[config.mk]
export PLATFORM = sky130hd
export DESIGN_NAME = vfc_ctrl
export DESIGN_NICKNAME = d
export VERILOG_FILES = /design/src/design/vfc_pkg.sv /design/src/design/vfc_ctrl.sv
export SDC_FILE = /design/constraint.sdc
export NUM_CORES = 1
export LEC_CHECK = 0
export ABC_AREA = 1
export BUFFER_PORTS_ARGS = -buffer_cell sky130_fd_sc_hd__buf_2
export CORE_UTILIZATION = 50
export CTS_BUF_LIST = sky130_fd_sc_hd__clkbuf_2
export DETAILED_ROUTE_END_ITERATION = 10
export GPL_ROUTABILITY_DRIVEN = 1
export PLACE_DENSITY = 0.77
export SLEW_MARGIN = 0
export SYNTH_ARGS = -nofsm -noshare
export SYNTH_HDL_FRONTEND = slang
export SYNTH_SLANG_ARGS = --single-unit
[constraint.sdc]
create_clock -name clk -period 4 [get_ports clk]
set_clock_uncertainty 0.2 [all_clocks]
set_input_delay 0.6 -clock clk [delete_from_list [all_inputs] [get_ports clk]]
set_output_delay 0.6 -clock clk [all_outputs]
set_load 0.005 [all_outputs]
[src/design/vfc_pkg.sv]
// ============================================================================
// vfc_pkg
// Shared types, constants and helper functions of the voxel face cull mesher.
// ============================================================================
package vfc_pkg;

    localparam int CHUNK_SIDE_DEF = 16;

    localparam logic [15:0] HALF_SIZE_RST = 16'd128;

    localparam logic signed [31:0] POS_MAX = 32'sd2097151;
    localparam logic signed [31:0] POS_MIN = -32'sd2097152;

    // Input opcodes.
    localparam logic OP_WRITE = 1'b0;
    localparam logic OP_MESH  = 1'b1;

    // Face codes, also the bit positions of the visibility mask.
    localparam logic [2:0] FACE_LEFT   = 3'd0;
    localparam logic [2:0] FACE_RIGHT  = 3'd1;
    localparam logic [2:0] FACE_BOTTOM = 3'd2;
    localparam logic [2:0] FACE_TOP    = 3'd3;
    localparam logic [2:0] FACE_BACK   = 3'd4;
    localparam logic [2:0] FACE_FRONT  = 3'd5;

    // Store read steps: the voxel itself, then the neighbor across each face.
    localparam logic [2:0] STEP_CENTER = 3'd0;
    localparam logic [2:0] STEP_LEFT   = 3'd1;
    localparam logic [2:0] STEP_RIGHT  = 3'd2;
    localparam logic [2:0] STEP_BOTTOM = 3'd3;
    localparam logic [2:0] STEP_TOP    = 3'd4;
    localparam logic [2:0] STEP_BACK   = 3'd5;
    localparam logic [2:0] STEP_FRONT  = 3'd6;

    localparam logic [2:0] VTX_FIRST = 3'd0;
    localparam logic [2:0] VTX_LAST  = 3'd5;

    // Two triangles per face, corner number is x*4 + y*2 + z.
    localparam logic [2:0] FACE_CORNERS [6][6] = '{
        '{3'd0, 3'd2, 3'd1, 3'd1, 3'd2, 3'd3},
        '{3'd4, 3'd5, 3'd6, 3'd5, 3'd7, 3'd6},
        '{3'd0, 3'd1, 3'd5, 3'd0, 3'd5, 3'd4},
        '{3'd2, 3'd6, 3'd7, 3'd2, 3'd7, 3'd3},
        '{3'd0, 3'd4, 3'd6, 3'd0, 3'd6, 3'd2},
        '{3'd1, 3'd3, 3'd7, 3'd1, 3'd7, 3'd5}
    };

    typedef enum logic [1:0] {
        ST_IDLE,
        ST_READ,
        ST_DRAIN,
        ST_EMIT
    } state_t;

    typedef struct packed {
        logic       wr_en;
        logic       mesh_ld;
        logic       rd_en;
        logic [2:0] rd_step;
        logic       out_ld;
        logic       out_last;
        logic [2:0] face;
        logic [2:0] vtx;
    } ctrl_cmd_t;

    typedef struct packed {
        logic       in_range;
        logic       solid;
        logic [5:0] vis;
        logic       out_free;
    } dp_stat_t;

    function automatic logic [2:0] face_corner(logic [2:0] face, logic [2:0] vtx);
        logic [2:0] c;
        c = 3'd0;
        if (face <= FACE_FRONT && vtx <= VTX_LAST)
        begin
            c = FACE_CORNERS[face][vtx];
        end
        return c;
    endfunction

    // True when some face after the given one is visible.
    function automatic logic vis_above(logic [5:0] vis, logic [2:0] face);
        logic r;
        r = 1'b0;
        for (int i = 0; i < 6; i++)
        begin
            if (3'(i) > face && vis[i])
            begin
                r = 1'b1;
            end
        end
        return r;
    endfunction

endpackage

[src/design/vfc_ctrl.sv]
// ============================================================================
// vfc_ctrl
// Sequencer: accepts items, walks the seven store reads, then the vertices.
// ============================================================================
module vfc_ctrl (
    input  logic                clk,
    input  logic                rst_n,
    input  logic                in_valid,
    input  logic                in_opcode,
    output logic                in_ready,
    input  vfc_pkg::dp_stat_t   stat,
    output vfc_pkg::ctrl_cmd_t  cmd
);
    import vfc_pkg::*;

    state_t     state_reg, state_next;
    logic [2:0] step_reg, step_next;
    logic [2:0] face_reg, face_next;
    logic [2:0] vtx_reg, vtx_next;
    logic       face_vis;
    logic       more_faces;

    assign face_vis   = stat.vis[face_reg];
    assign more_faces = vis_above(stat.vis, face_reg);

    always_ff @(posedge clk or negedge rst_n)
    begin
        if (!rst_n)
        begin
            state_reg <= ST_IDLE;
            step_reg  <= STEP_CENTER;
            face_reg  <= FACE_LEFT;
            vtx_reg   <= VTX_FIRST;
        end
        else
        begin
            state_reg <= state_next;
            step_reg  <= step_next;
            face_reg  <= face_next;
            vtx_reg   <= vtx_next;
        end
    end

    always_comb
    begin
        state_next = state_reg;
        step_next  = step_reg;
        face_next  = face_reg;
        vtx_next   = vtx_reg;
        unique case (state_reg)
            ST_IDLE:
            begin
                if (in_valid && in_opcode == OP_MESH && stat.in_range)
                begin
                    state_next = ST_READ;
                    step_next  = STEP_CENTER;
                end
            end
            ST_READ:
            begin
                if (step_reg == STEP_FRONT)
                begin
                    state_next = ST_DRAIN;
                end
                else
                begin
                    step_next = step_reg + 3'd1;
                end
            end
            ST_DRAIN:
            begin
                if (stat.solid)
                begin
                    state_next = ST_EMIT;
                    face_next  = FACE_LEFT;
                    vtx_next   = VTX_FIRST;
                end
                else
                begin
                    state_next = ST_IDLE;
                end
            end
            ST_EMIT:
            begin
                if (!face_vis)
                begin
                    if (face_reg == FACE_FRONT || !more_faces)
                    begin
                        state_next = ST_IDLE;
                    end
                    else
                    begin
                        face_next = face_reg + 3'd1;
                        vtx_next  = VTX_FIRST;
                    end
                end
                else if (stat.out_free)
                begin
                    if (vtx_reg == VTX_LAST)
                    begin
                        if (!more_faces)
                        begin
                            state_next = ST_IDLE;
                        end
                        else
                        begin
                            face_next = face_reg + 3'd1;
                            vtx_next  = VTX_FIRST;
                        end
                    end
                    else
                    begin
                        vtx_next = vtx_reg + 3'd1;
                    end
                end
            end
        endcase
    end

    always_comb
    begin
        in_ready     = 1'b0;
        cmd          = '0;
        cmd.rd_step  = step_reg;
        cmd.face     = face_reg;
        cmd.vtx      = vtx_reg;
        cmd.out_last = (vtx_reg == VTX_LAST) && !more_faces;
        unique case (state_reg)
            ST_IDLE:
            begin
                in_ready    = 1'b1;
                cmd.wr_en   = in_valid && in_opcode == OP_WRITE && stat.in_range;
                cmd.mesh_ld = in_valid && in_opcode == OP_MESH;
            end
            ST_READ:
            begin
                cmd.rd_en = 1'b1;
            end
            ST_DRAIN:
            begin
                cmd.rd_en = 1'b0;
            end
            ST_EMIT:
            begin
                cmd.out_ld = face_vis && stat.out_free;
            end
        endcase
    end

`ifndef SYNTHESIS
    a_no_overwrite: assert property (@(posedge clk) disable iff (!rst_n)
        cmd.out_ld |-> stat.out_free)
        else $error("vertex loaded while the output register is still full");

    a_last_ends: assert property (@(posedge clk) disable iff (!rst_n)
        cmd.out_ld && cmd.out_last |=> state_reg == ST_IDLE)
        else $error("sequencer kept running after the final vertex");

    a_port_shared: assert property (@(posedge clk) disable iff (!rst_n)
        cmd.rd_en |-> !cmd.wr_en && !in_ready)
        else $error("store write or new item during a read sweep");
`endif

endmodule

==> Yosys cells after proc, flatten, opt, wreduce, memory -nomap -nowiden <==
Cells that the tools add are included.
{ "totals": {"ff_bits": 11, "inputBits": 13, "output_inout_bits": 15, "word_cells": 90} }
{ "classes": {"addsub": 3, "n_lt_le_gt_ge": 7, "n_eq_ne": 17, "mux": 37, "n_bitwise": 1, "reduce_logical": 21} }
{ "op_table": {"columns": ["op", "count"], "rows": [
  ["$mux W3", 13],
  ["$mux W2", 9],
  ["$ne A3 B3 Y1 const B", 6],
  ["$pmux W3 S2", 3],
  ["$logic_and A1 B1 Y1", 12],
  ["$reduce_and A6 Y1", 2],
  ["$mux W1", 10],
  ["$add A3 B1 Y3 const B", 3],
  ["$eq A3 B3 Y1 const B", 3],
  ["$ne A2 B2 Y1 const B", 4],
  ["$pmux W2 S4", 1],
  ["$gt A1 B3 Y1 const A", 2],
  ["$gt A2 B3 Y1 const A", 2],
  ["$gt A3 B3 Y1 const A", 2],
  ["$reduce_and A5 Y1", 1],
  ["$eq A2 B2 Y1 const B", 2],
  ["$lt A3 B4 Y1 const B", 1],
  ["$ne A4 B4 Y1 const B", 1],
  ["$reduce_bool A2 Y1", 2],
  ["$bmux W1 S3", 1],
  ["$reduce_and A3 Y1", 1],
  ["$eq A2 B1 Y1 const B", 1],
  ["$logic_not A2 Y1", 1],
  ["$logic_not A1 Y1", 1],
  ["2 further kinds", 2]
]} }

==> Logic depth before layout (Yosys ltp) <==
{ "depth": {"word_depth": 13, "ltp_mapped": 14, "mapped_depth_nobuf": 14} }

==> Worst setup path before layout <==
Ideal clock, no wire load.
{ "synth_timing": {"kind": "reg2out", "start": "register face_reg[0]", "end": "output port cmd[6] (netlist name)", "arrival_ns": 1.307, "required_ns": 3.200, "path_slack_ns": 1.893, "path_stages_with_launch": 11, "path_buffers": 0, "path_cell_list": "dfrtp_1 inv_2 ha_1 nand2_1 nand2_1 nand2_1 nand2_1 nand2_1 nand2_1 nand2_1 inv_1"} }
{ "synth_lines": {"columns": ["item", "line_no", "rtl"], "rows": [
  ["start: declaration", "vfc_ctrl.sv:18", "logic [2:0] face_reg, face_next;"],
  ["start signal: assignment", "vfc_ctrl.sv:39", "face_reg <= face_next;"],
  ["end: declaration", "vfc_ctrl.sv:12", "output vfc_pkg::ctrl_cmd_t cmd"]
]} }

==> qor.csv <==
metric,value,unit
gp_congestion,0.838,
peakVddDrop,316,uV
yosys.area.top_type_share,27.8,%
clock_sinks,11,
post_cts_buffers,0,
synth_area_leaders,"dfrtp_1, nand2_1, inv_1",
status,"finished, final reports clean",
layout_worst_path_cycle_share,66.9,%
ioPinCount,28,
start_util,55.5,%
avgSynthCellArea,6.30,um2
wire_per_inst,9.76,um
whs,0.287,ns
period_minus_slack,2.68,ns
arrival,1.88,ns
path_class,reg -> out,
cts_tree,yes,
clk_pin_slew_worst_paths,0.11,ns
die_area,2160,um2
setup_violations,0,
grtUsageTotal,24.3,%
clockRootBuffer,clkbuf_2,
synthFlopType,dfrtp_1,
whs_path_depth,1,
placed_area,1160,um2
drtIter0Drc,21,
grt_pass1_wl,3740,um
clk_path_buf_depth,2,
viasPerCell,4.88,
final-hold-violation-count,0,
fmax,0.374,GHz
critical_path.endpoint_type,output pin,
grt_overflow,0,
grt_pass1_vias,945,
hold_path_class,reg -> reg,
die_x,46.5,um
final_nets,208,
power.density,499,nW/um2
tns,0,ns
ys_warn_count,0,
grt_max_degree,12,
area_growth,19.8,%
routed_wl,2090,um
max_slew_margin,80.8,%
post-route-drc-count,0,
synth_fp_nets,175,
drive_gt1_share,23.8,%
yosysTopAreaCell,dfrtp_1,
antenna_found_initial,0,
cp-start-kind,flip-flop,
r2r_cells,14,
rsz0062_at_grt,no,
cts_resized,0,
async_flop_share,100,%
cap_viol_max_count,0,
clk_latency,0.25,ns
cp.required,3.20,ns
synth_commonest_cells,"nand2_1, inv_1, nor2_1, nand3_1, dfrtp_1",
leakagePower,0.729,nW
yosysMostFrequentCell,nand2_1,
reg2reg_from,face_reg[0]$_DFFE_PN0P_,
antennaDiodeCount,0,
worstMarginPinSlew,0.288,ns
synth_area,990,um2
synth.distinct_cells,21,
h-tree-depth,1,
synth_edf_count,0,
min_from,step_reg[2]$_DFFE_PN0P_,
drv_slew,0,
placementRows,15,
design_area,1190,um2
die_h,46.5,um
place_hpwl,1760,um
io_buffers,27,
syn_inst,157,
ant_nets,0,
vias,1044,
dr.pass1.iters,4,
core_area,1780,um2
cts_buffers,3,
cp_max_fo,9,
synth_seq_cells,11,
final_util,66.5,%
crit_start,face_reg[0]$_DFFE_PN0P_,
synth-seq-area-share,27.8,%
## layer usage
| metal | wire length [um] | vias up | GRT usage (%) |
|---|---|---|---|
| li1 | - | 550 | - |
| met1 | 977 | 457 | 29.9 |
| met2 | 989 | 33 | 40.3 |
| met3 | 90 | 4 | 5.49 |
| met4 | 30 | 0 | 10.0 |
| met5 | 0 | - | 0 |
## layout by cell type (no fill, tap or decap), drive strengths merged, types with 3 or more instances in the layout
cell type,count
nand3,18
clkbuf,4
nor3,4
nand2,51
buf,27
inv,30
nor2,22
dfrtp,11
a21oi,5
o21bai,3
ha,5
o21ai,3
## timing repair
action	CTS	global route
hold endpoints to repair	11	0
endpoints found under the setup margin	0	0
hold buffers	1	0
## final timing paths
kind / end / slack [ns]
worst max-delay path: cmd[6] / 1.32
worst min-delay path: step_reg[2]$_DFFE_PN0P_ / 0.29
worst max register to register: vtx_reg[0]$_DFFE_PN0P_ / 1.89
worst min register to register: step_reg[2]$_DFFE_PN0P_ / 0.29
max in group asynchronous: state_reg[1]$_DFFE_PN0P_ / 2.87
min in group asynchronous: step_reg[2]$_DFFE_PN0P_ / 0.53
## power by group
group	internal [mW]	switching, mW	leakage, nW	total [mW]
Clock	0.0266	0.0363	0.0166	0.0629
Sequential	0.141	0.0420	0.149	0.183
Combinational	0.131	0.216	0.563	0.346
## critical path: stages, from the launching register on
cell	delay (ns)
dfrtp_1	0.52
inv_2	0.13
ha_1	0.24
nand2_1	0.09
nand2_1	0.05
nand2_1	0.05
nand2_1	0.04
nand2_1	0.07
nand2_1	0.10
nand2_1	0.16
inv_1	0.05
buf_2	0.12
## through the flow
stage / power (mW) / worst slack [ns] / std cells
2_1_floorplan: 0.432 / 1.89 / 157
3_3_place_gp: 0.517 / 1.66 / 209
3_5_place_dp: 0.533 / 1.62 / 209
4_1_cts: 0.601 / 1.31 / 214
5_1_grt: 0.672 / 1.10 / 214
6_report: 0.592 / 1.32 / 214
## cells by family (layout without fill, tap and decap cells)
| logic type | after synthesis | count (layout) | share of synthesized area [%] |
|---|---|---|---|
| DFF | 11 | 11 | 27.8 |
| muxes | 1 | 1 | 1.14 |
| adders and majority gates | 5 | 5 | 6.32 |
| and+or+nand+nor | 97 | 97 | 45.5 |
| AOI/OAI and AO/OA | 12 | 12 | 6.95 |
| buffers and inverters | 30 | 62 | 11.4 |
| xor gates and xnor gates | 1 | 1 | 0.885 |
## cell type report
class | instances | area, um2
Fill cell | 176 | 597
Inverter | 30 | 113
Multi-Input combinational cell | 116 | 602
Clock buffer | 4 | 20.0
Sequential cell | 11 | 275
Timing Repair Buffer | 28 | 145
Tap cell | 25 | 31.3
No activity file was read; power rests on OpenSTA's default activity.
